`config.mk`:
```
export PLATFORM = sky130hd
export DESIGN_NAME = token_lexer
export DESIGN_NICKNAME = d
export VERILOG_FILES = /design/src/sv/tl_pkg.sv /design/src/sv/tl_core.sv /design/src/sv/tl_outq.sv /design/src/sv/token_lexer.sv
export SDC_FILE = /design/constraint.sdc
export NUM_CORES = 1
export LEC_CHECK = 0
export BUFFER_PORTS_ARGS = -buffer_cell sky130_fd_sc_hd__buf_2
export CORE_MARGIN = 4
export CORE_UTILIZATION = 41
export DETAILED_ROUTE_END_ITERATION = 16
export PLACE_DENSITY = 0.61
export SETUP_SLACK_MARGIN = 0.1
export SYNTH_ARGS = -nofsm -noshare
export SYNTH_HDL_FRONTEND = slang
export SYNTH_SLANG_ARGS = --single-unit
```
`constraint.sdc`:
```
create_clock -name clk -period 4.25 [get_ports clk]
set_clock_uncertainty 0.2 [all_clocks]
set_input_delay 0.2125 -clock clk [delete_from_list [all_inputs] [get_ports clk]]
set_output_delay 0.2125 -clock clk [all_outputs]
set_load 0.01 [all_outputs]
```
`src/sv/tl_pkg.sv`:
```
// Shared types, token and error codes, and character helpers of the token lexer.
package tl_pkg;

	localparam int OFFSET_BITS = 24;
	localparam int FIELD_BITS = 24;
	localparam logic [FIELD_BITS-1:0] LEN_MAX = {FIELD_BITS{1'b1}};

	localparam logic ACT_BYTE = 1'b0;
	localparam logic ACT_END = 1'b1;

	localparam logic [4:0] KIND_END = 5'd0;
	localparam logic [4:0] KIND_ASSIGN = 5'd1;
	localparam logic [4:0] KIND_NUMBER = 5'd2;
	localparam logic [4:0] KIND_STRING = 5'd3;
	localparam logic [4:0] KIND_IDENT = 5'd4;
	localparam logic [4:0] KIND_IF = 5'd5;
	localparam logic [4:0] KIND_ELSE = 5'd6;
	localparam logic [4:0] KIND_LPAREN = 5'd7;
	localparam logic [4:0] KIND_RPAREN = 5'd8;
	localparam logic [4:0] KIND_LBRACE = 5'd9;
	localparam logic [4:0] KIND_RBRACE = 5'd10;
	localparam logic [4:0] KIND_LBRACKET = 5'd11;
	localparam logic [4:0] KIND_RBRACKET = 5'd12;
	localparam logic [4:0] KIND_PLUS = 5'd13;
	localparam logic [4:0] KIND_MINUS = 5'd14;
	localparam logic [4:0] KIND_SLASH = 5'd15;
	localparam logic [4:0] KIND_EQUAL = 5'd16;
	localparam logic [4:0] KIND_STAR = 5'd17;
	localparam logic [4:0] KIND_FUNCTION = 5'd18;
	localparam logic [4:0] KIND_SEMI = 5'd19;
	localparam logic [4:0] KIND_COMMA = 5'd20;
	localparam logic [4:0] KIND_LT = 5'd21;

	localparam logic [2:0] ERR_NONE = 3'd0;
	localparam logic [2:0] ERR_DOTTED_IDENT = 3'd1;
	localparam logic [2:0] ERR_EXTRA_DOTS = 3'd2;
	localparam logic [2:0] ERR_BAD_CHAR = 3'd3;
	localparam logic [2:0] ERR_OPEN_STRING = 3'd4;

	localparam logic [7:0] CH_LT = 8'h3C;
	localparam logic [7:0] CH_MINUS = 8'h2D;
	localparam logic [7:0] CH_QUOTE = 8'h22;
	localparam logic [7:0] CH_DOT = 8'h2E;

	typedef struct packed {
		logic action;
		logic [7:0] ch;
	} src_beat_t;

	typedef struct packed {
		logic [4:0] kind;
		logic [FIELD_BITS-1:0] start_offset;
		logic [FIELD_BITS-1:0] length;
		logic [2:0] error_code;
		logic last;
	} tok_beat_t;

	typedef struct packed {
		logic [1:0] count;
		tok_beat_t first;
		tok_beat_t second;
	} tl_emit_t;

	typedef struct packed {
		logic [FIELD_BITS-1:0] len;
		logic [1:0] dots;
		logic saw_letter;
		logic [2:0] alive;
	} word_t;

	localparam word_t WORD_RESET = '{len: '0, dots: 2'd0, saw_letter: 1'b0, alive: 3'b111};

	function automatic logic is_alpha(input logic [7:0] c);
		return (c >= 8'h61 && c <= 8'h7A) || (c >= 8'h41 && c <= 8'h5A);
	endfunction

	function automatic logic is_digit(input logic [7:0] c);
		return c >= 8'h30 && c <= 8'h39;
	endfunction

	function automatic logic is_space(input logic [7:0] c);
		return c == 8'h20 || (c >= 8'h09 && c <= 8'h0D);
	endfunction

	function automatic logic is_word_char(input logic [7:0] c);
		return is_alpha(c) || is_digit(c) || c == CH_DOT;
	endfunction

	function automatic logic [4:0] punct_kind(input logic [7:0] c);
		logic [4:0] k;
		case (c)
			8'h28: k = KIND_LPAREN;
			8'h29: k = KIND_RPAREN;
			8'h7B: k = KIND_LBRACE;
			8'h7D: k = KIND_RBRACE;
			8'h5B: k = KIND_LBRACKET;
			8'h5D: k = KIND_RBRACKET;
			8'h2B: k = KIND_PLUS;
			8'h2D: k = KIND_MINUS;
			8'h2F: k = KIND_SLASH;
			8'h3D: k = KIND_EQUAL;
			8'h2A: k = KIND_STAR;
			8'h3B: k = KIND_SEMI;
			8'h2C: k = KIND_COMMA;
			default: k = KIND_END;
		endcase
		return k;
	endfunction

	function automatic logic [7:0] kw_if_char(input logic [2:0] i);
		return i[0] ? 8'h66 : 8'h69;
	endfunction

	function automatic logic [7:0] kw_else_char(input logic [2:0] i);
		logic [7:0] c;
		case (i[1:0])
			2'd0: c = 8'h65;
			2'd1: c = 8'h6C;
			2'd2: c = 8'h73;
			default: c = 8'h65;
		endcase
		return c;
	endfunction

	function automatic logic [7:0] kw_fun_char(input logic [2:0] i);
		logic [7:0] c;
		case (i)
			3'd0: c = 8'h66;
			3'd1: c = 8'h75;
			3'd2: c = 8'h6E;
			3'd3: c = 8'h63;
			3'd4: c = 8'h74;
			3'd5: c = 8'h69;
			3'd6: c = 8'h6F;
			default: c = 8'h6E;
		endcase
		return c;
	endfunction

	function automatic word_t absorb(input word_t w, input logic [7:0] c);
		word_t r;
		r = w;
		if (c == CH_DOT && w.dots != 2'd2) begin
			r.dots = w.dots + 2'd1;
		end
		if (is_alpha(c)) begin
			r.saw_letter = 1'b1;
		end
		if (w.len >= FIELD_BITS'(2) || kw_if_char(w.len[2:0]) != c) begin
			r.alive[0] = 1'b0;
		end
		if (w.len >= FIELD_BITS'(4) || kw_else_char(w.len[2:0]) != c) begin
			r.alive[1] = 1'b0;
		end
		if (w.len >= FIELD_BITS'(8) || kw_fun_char(w.len[2:0]) != c) begin
			r.alive[2] = 1'b0;
		end
		if (w.len != LEN_MAX) begin
			r.len = w.len + FIELD_BITS'(1);
		end
		return r;
	endfunction

	function automatic tok_beat_t make_tok(input logic [4:0] kind,
			input logic [FIELD_BITS-1:0] start, input logic [FIELD_BITS-1:0] len,
			input logic [2:0] err, input logic last);
		tok_beat_t t;
		t.kind = kind;
		t.start_offset = start;
		t.length = len;
		t.error_code = err;
		t.last = last;
		return t;
	endfunction

	function automatic tok_beat_t finish_word(input word_t w,
			input logic [FIELD_BITS-1:0] start);
		logic [4:0] kind;
		logic [2:0] err;
		kind = KIND_END;
		err = ERR_NONE;
		if (w.saw_letter) begin
			if (w.dots != 2'd0) begin
				err = ERR_DOTTED_IDENT;
			end else if (w.alive[0] && w.len == FIELD_BITS'(2)) begin
				kind = KIND_IF;
			end else if (w.alive[2] && w.len == FIELD_BITS'(8)) begin
				kind = KIND_FUNCTION;
			end else if (w.alive[1] && w.len == FIELD_BITS'(4)) begin
				kind = KIND_ELSE;
			end else begin
				kind = KIND_IDENT;
			end
		end else if (w.dots > 2'd1) begin
			err = ERR_EXTRA_DOTS;
		end else begin
			kind = KIND_NUMBER;
		end
		return make_tok(kind, start, w.len, err, 1'b0);
	endfunction

endpackage

```
`src/sv/tl_core.sv`:
```
// Lexer state registers and the per-beat next-state and token logic.
module tl_core (
	input logic clk,
	input logic arst_n,
	input logic go,
	input tl_pkg::src_beat_t beat,
	output tl_pkg::tl_emit_t emit
);
	import tl_pkg::*;

	localparam logic [2:0] MODE_IDLE = 3'd0;
	localparam logic [2:0] MODE_WORD = 3'd1;
	localparam logic [2:0] MODE_LT = 3'd2;
	localparam logic [2:0] MODE_STR = 3'd3;
	localparam logic [2:0] MODE_ERR = 3'd4;

	logic [2:0] mode_q, mode_n;
	logic [OFFSET_BITS-1:0] pos_q, pos_n;
	logic [OFFSET_BITS-1:0] tb_q, tb_n;
	word_t word_q, word_n;

	always_comb begin
		logic [1:0] cnt;
		logic do_begin;
		logic [7:0] c;
		logic [4:0] pk;
		tok_beat_t t0;
		tok_beat_t t1;
		tok_beat_t xt;
		mode_n = mode_q;
		pos_n = pos_q;
		tb_n = tb_q;
		word_n = word_q;
		cnt = 2'd0;
		do_begin = 1'b0;
		c = beat.ch;
		pk = punct_kind(c);
		t0 = '0;
		t1 = '0;
		xt = '0;
		if (beat.action == ACT_END) begin
			unique case (mode_q)
				MODE_WORD: begin
					t0 = finish_word(word_q, FIELD_BITS'(tb_q));
					cnt = 2'd1;
				end
				MODE_LT: begin
					t0 = make_tok(KIND_LT, FIELD_BITS'(tb_q), FIELD_BITS'(1), ERR_NONE, 1'b0);
					cnt = 2'd1;
				end
				MODE_STR: begin
					t0 = make_tok(KIND_END, FIELD_BITS'(tb_q), word_q.len, ERR_OPEN_STRING,
						1'b0);
					cnt = 2'd1;
				end
				default: begin
					cnt = 2'd0;
				end
			endcase
			xt = make_tok(KIND_END, FIELD_BITS'(pos_q), '0, ERR_NONE, 1'b1);
			if (cnt == 2'd0) begin
				t0 = xt;
			end else begin
				t1 = xt;
			end
			cnt = cnt + 2'd1;
			mode_n = MODE_IDLE;
			pos_n = '0;
			tb_n = '0;
			word_n = WORD_RESET;
		end else begin
			unique case (mode_q)
				MODE_WORD: begin
					if (is_word_char(c)) begin
						word_n = absorb(word_q, c);
					end else begin
						t0 = finish_word(word_q, FIELD_BITS'(tb_q));
						cnt = 2'd1;
						if (t0.error_code != ERR_NONE) begin
							mode_n = MODE_ERR;
						end else begin
							do_begin = 1'b1;
						end
					end
				end
				MODE_LT: begin
					cnt = 2'd1;
					if (c == CH_MINUS) begin
						mode_n = MODE_IDLE;
						t0 = make_tok(KIND_ASSIGN, FIELD_BITS'(tb_q), FIELD_BITS'(2), ERR_NONE,
							1'b0);
					end else begin
						t0 = make_tok(KIND_LT, FIELD_BITS'(tb_q), FIELD_BITS'(1), ERR_NONE,
							1'b0);
						do_begin = 1'b1;
					end
				end
				MODE_STR: begin
					if (c == CH_QUOTE) begin
						mode_n = MODE_IDLE;
						t0 = make_tok(KIND_STRING, FIELD_BITS'(tb_q), word_q.len, ERR_NONE,
							1'b0);
						cnt = 2'd1;
					end else if (word_q.len != LEN_MAX) begin
						word_n.len = word_q.len + FIELD_BITS'(1);
					end
				end
				MODE_ERR: begin
					mode_n = MODE_ERR;
				end
				default: begin
					do_begin = 1'b1;
				end
			endcase
			if (do_begin) begin
				mode_n = MODE_IDLE;
				xt = '0;
				if (is_space(c)) begin
					mode_n = MODE_IDLE;
				end else if (pk != KIND_END) begin
					xt = make_tok(pk, FIELD_BITS'(pos_q), FIELD_BITS'(1), ERR_NONE, 1'b0);
				end else if (c == CH_LT) begin
					mode_n = MODE_LT;
					tb_n = pos_q;
				end else if (c == CH_QUOTE) begin
					mode_n = MODE_STR;
					tb_n = pos_q + OFFSET_BITS'(1);
					word_n.len = '0;
				end else if (is_word_char(c)) begin
					mode_n = MODE_WORD;
					tb_n = pos_q;
					word_n = absorb(WORD_RESET, c);
				end else begin
					mode_n = MODE_ERR;
					xt = make_tok(KIND_END, FIELD_BITS'(pos_q), FIELD_BITS'(1), ERR_BAD_CHAR,
						1'b0);
				end
				if (xt.length != '0) begin
					if (cnt == 2'd0) begin
						t0 = xt;
					end else begin
						t1 = xt;
					end
					cnt = cnt + 2'd1;
				end
			end
			pos_n = pos_q + OFFSET_BITS'(1);
		end
		emit.count = cnt;
		emit.first = t0;
		emit.second = t1;
	end

	always_ff @(posedge clk or negedge arst_n) begin
		if (!arst_n) begin
			mode_q <= MODE_IDLE;
			pos_q <= '0;
			tb_q <= '0;
			word_q <= WORD_RESET;
		end else if (go) begin
			mode_q <= mode_n;
			pos_q <= pos_n;
			tb_q <= tb_n;
			word_q <= word_n;
		end
	end

endmodule

```
`src/sv/tl_outq.sv`:
```
// Two-slot token output queue; the front slot drives the token channel.
module tl_outq (
	input logic clk,
	input logic arst_n,
	input logic push,
	input tl_pkg::tl_emit_t emit,
	input logic tok_stall,
	output logic tok_valid,
	output tl_pkg::tok_beat_t tok_beat,
	output logic room
);
	import tl_pkg::*;

	logic v0_q, v1_q;
	tok_beat_t r0_q, r1_q;
	logic pop;

	assign pop = v0_q && !tok_stall;
	assign room = !v1_q && (!v0_q || pop);
	assign tok_valid = v0_q;
	assign tok_beat = r0_q;

	always_ff @(posedge clk or negedge arst_n) begin
		if (!arst_n) begin
			v0_q <= 1'b0;
			v1_q <= 1'b0;
		end else if (push) begin
			v0_q <= emit.count != 2'd0;
			v1_q <= emit.count == 2'd2;
		end else if (pop) begin
			v0_q <= v1_q;
			v1_q <= 1'b0;
		end
	end

	always_ff @(posedge clk) begin
		if (push) begin
			r0_q <= emit.first;
			r1_q <= emit.second;
		end else if (pop) begin
			r0_q <= r1_q;
		end
	end

endmodule

```
`src/sv/token_lexer.sv`:
```
// Top level of the streaming token lexer: input register, lexer core and output queue.
//
//  Channel | Direction | Payload     | Handshake
//  src     | in        | src_beat_t  | src_valid, src_stall
//  tok     | out       | tok_beat_t  | tok_valid, tok_stall
//
// One source beat is taken per cycle while src_stall is low. A beat is held in the
// input register, and its tokens are written into the output queue when there is room.
// After a beat that yields two tokens, the next beat is held in the input register
// until the second slot of the two-slot output queue is empty.
// Reset clears the lexer state and the valid flags of the input register and queue.
// A stall on the token side backs up into src_stall as soon as a token waits in the
// front output slot.
module token_lexer (
	input logic clk,
	input logic arst_n,
	input logic src_valid,
	output logic src_stall,
	input tl_pkg::src_beat_t src_beat,
	output logic tok_valid,
	input logic tok_stall,
	output tl_pkg::tok_beat_t tok_beat
);
	import tl_pkg::*;

	logic valid_s1;
	src_beat_t beat_s1;
	logic room;
	logic advance;
	tl_emit_t emit;

	assign advance = valid_s1 && room;
	assign src_stall = valid_s1 && !advance;

	always_ff @(posedge clk or negedge arst_n) begin
		if (!arst_n) begin
			valid_s1 <= 1'b0;
		end else if (!src_stall) begin
			valid_s1 <= src_valid;
		end
	end

	always_ff @(posedge clk) begin
		if (!src_stall && src_valid) begin
			beat_s1 <= src_beat;
		end
	end

	tl_core u_core (
		.clk(clk),
		.arst_n(arst_n),
		.go(advance),
		.beat(beat_s1),
		.emit(emit)
	);

	tl_outq u_outq (
		.clk(clk),
		.arst_n(arst_n),
		.push(advance),
		.emit(emit),
		.tok_stall(tok_stall),
		.tok_valid(tok_valid),
		.tok_beat(tok_beat),
		.room(room)
	);

endmodule

```
==> flow_metrics.tcl <==
set metrics [dict create \
    overflow 0 \
    grt_antenna_before_repair 0 \
    syn_to_final_growth_pct 11.7 \
    combPwrFrac_pct 30.4 \
    synth_top_family_by_area "simple AND/OR/NAND/NOR gates" \
    r2r-end "u_outq.tok_beat[32]" \
    antenna-diode-count 0 \
    synth.distinct_cells 86 \
    hpwlAfterDp_um 18000 \
    slowest_delay_ns 0.71 \
    r2r_start "beat_s1[2]" \
    max_freq_ghz 0.278 \
    power.internal_mw 3.89 \
    portBuffers 71 \
    dr.pass1.iters 6 \
    routedWlPerCell_um 18.8 \
    outcome "finished clean" \
    syn_inst 1093 \
    rrSetupSlack_ns 0.65 \
    synth-warning-count 0 \
    clock-sinks 182 \
    synthAdderAreaFrac_pct 1.28 \
    netlist.area_leader.share_pct 27.9 \
    most-common-layout-cells "98 x edfxtp_1, 96 x nand2_1, 81 x dfrtp_1" \
    seqPwrFrac_pct 43.6 \
    synth_nets 1116 \
    ys_async_sr_fraction_pct 46.2 \
    cp_top_family "simple AND/OR/NAND/NOR gates" \
    switchingPower_mw 2.28 \
    grtUsageTotal_pct 19.5 \
    grt_max_degree 66 \
    finalCritPeriodShare_pct 84.8 \
    worstSetupEndpointType "flop" \
    synthTopCellsByArea "edfxtp_1 28%, dfrtp_1 19%, nand2_1 3.5%" \
    fin_util_pct 46.6 \
    hold_ws_ns 0.168 \
    synth_edf_count 98 \
    postCtsSetupBuffers 0 \
    via_per_inst 5.94 \
    antenna_left 0 \
    grt_pass1_wl_um 44900 \
    rsz0062_at_grt "false" \
    period_needed_ns 3.60 \
    rows 58 \
    crit_cells 7 \
    clk_pin_slew_ns 0.08 \
    totalWireLength_um 27600 \
    cp.arrival_ns 3.65 \
    p_leak_nw 4.49 \
    critPathKind "reg2reg" \
    die_area_mm2 0.0283 \
    start_kind "flop" \
    seq_area_frac_synth_pct 47.9 \
    syn_area_mm2 0.0105 \
    die_width_um 168 \
    clkPwrFrac_pct 26.0 \
    tns_ns 0 \
    avgSynthCellArea_um2 9.64 \
    reg2reg_depth 7 \
    drcViolationCount 0 \
    switching_share_pct 37.0 \
    synth_seq_cells 182 \
    gp_congestion 0.925 \
    vias 8709 \
    synth_compound_area_share_pct 18.6 \
    critPathRequiredTime_ns 4.29 \
    yosys.area_share.xor_xnor_pct 1.50 \
    nFillCells 2427 \
    maxCapViolCount 0 \
    crit_start "beat_s1[2]" \
    yosysTopAreaCell "edfxtp_1" \
    path_cells "or3_1 -> o221ai_1 -> nand3_1 -> nand3_1 -> buf_4 -> nand3_1 -> a211oi_1" \
    ctsHtreeMaxLevel 4 \
    hold_class "in2async" \
    finalNetCount 1145 \
    report.final.hold_viol_count 0 \
    worstSkewPairLatency_ns 0.44 \
    clk_path_buf_depth 2 \
    cts_tree "yes" \
    relSlewSlack_pct 37.1 \
    crit_fanout 48 \
    grt_pass1_vias 8223 \
    setup_viol 0 \
    core_area_mm2 0.0253 \
    ioPinCount 72 \
    drt_iter0_drc 761 \
    crit_end "u_outq.tok_beat[32]" \
    synthMuxAreaShare_pct 3.51 \
    cts_buffers 17 \
    synthSimpleGateAreaFrac_pct 22.4 \
    slowest_stage "edfxtp_1" \
    slew_viol_final 0 \
    drive_above_1_share_pct 15.0 \
    peakVddDrop_mv 0.310 \
    initial_utilization_pct 41.7 \
    die_h_um 168 \
    path_common_cell "nand3_1" \
    synth_top_flop_cell "edfxtp_1" \
    cts-root-buf "clkbuf_16" \
    worst_pin_slew_ns 0.943 \
    critical_path_buf_inv_count 1 \
    power_density_mw_per_mm2 524 \
    layout_commonest_cell "edfxtp_1" \
]
state kept, by name, indices dropped and copies added, names as in the netlist:
signal            cells
u_outq.r1_q          32
u_outq.v1_q           1
u_core.mode_q         3
u_outq.tok_beat      57
beat_s1               9
valid_s1              1
u_core.tb_q          24
u_core.word_q        30
u_core.pos_q         24
u_outq.tok_valid      1
power groups by stage:
stage | logic [mW] | registers (mW) | clock network [mW]
floorplan | 1.19 | 2.74 | 0
global placement | 1.86 | 2.72 | 0
detailed placement | 1.87 | 2.72 | 0
CTS | 1.89 | 2.69 | 1.63
global route | 2.08 | 2.75 | 1.72
finish | 1.88 | 2.69 | 1.60
cells in the mapped netlist, drive strengths merged (4+ instances only):
master / number
inv: 22
a311oi: 25
mux2: 24
and4: 10
xor2: 6
nor4b: 4
clkbuf: 68
nor3b: 7
nand2: 99
or3b: 4
nor2: 82
dfrtp: 81
nand3: 56
nand4: 17
nor4: 10
a41oi: 11
o31ai: 11
a31oi: 38
edfxtp: 98
and2: 54
mux2i: 10
and3: 15
xnor2: 12
nor3: 31
or3: 13
or4: 6
o211ai: 5
o21ai: 54
a21o: 10
or2: 8
o221ai: 5
o22ai: 12
a21oi: 52
nor2b: 7
buf: 27
ha: 10
a211oi: 28
nand2b: 9
layer usage:
metal / wire length [µm] / part of all wire, % / track usage, %
met5: 0 / 0 / 0
met4: 464 / 1.7 / 5.65
met3: 1820 / 6.6 / 3.76
met2: 12400 / 45 / 29.7
met1: 12900 / 47 / 28.4
layout make-up:
| type | instances | area [µm²] | share of cell area (%) |
|---|---|---|---|
| flip-flops and latches | 182 | 5050 | 42.9 |
| multi-input cells | 793 | 5000 | 42.5 |
| repair buffers | 105 | 643 | 5.46 |
| clock buffers | 17 | 425 | 3.61 |
| well taps | 330 | 413 | 3.51 |
| clock inverters | 15 | 156 | 1.33 |
| inverters | 23 | 86.3 | 0.733 |
cell families after synthesis:
group / Yosys count
flops: 182
fa+ha+maj: 11
mux: 34
compound gates: 286
simple gates: 444
xor+xnor: 18
buf+inv: 118
worst min-delay path by stage:
stage	cells past startpoint	to	from
global placement	1	valid_s1	arst_n
finish	2	u_core.word_q[7]	arst_n
global route	2	u_core.mode_q[1]	arst_n
detailed placement	1	valid_s1	arst_n
CTS	2	valid_s1	arst_n
floorplan	0	u_core.mode_q[0]	arst_n
stage by stage:
step	std cells	area (µm²)	setup slack, ns	power, mW
floorplan	1093	10500	0.962	3.93
global placement	1421	11100	0.751	4.57
detailed placement	1421	11100	0.708	4.59
CTS	1465	11800	0.686	6.21
global route	1465	11800	0.349	6.54
finish	1465	11800	0.647	6.17
timing repair:
action                    CTS  global route
gates resized for setup     0             0
hold endpoints to repair   59             0
hold buffers               12             0
(Power assumes the default switching activity.)
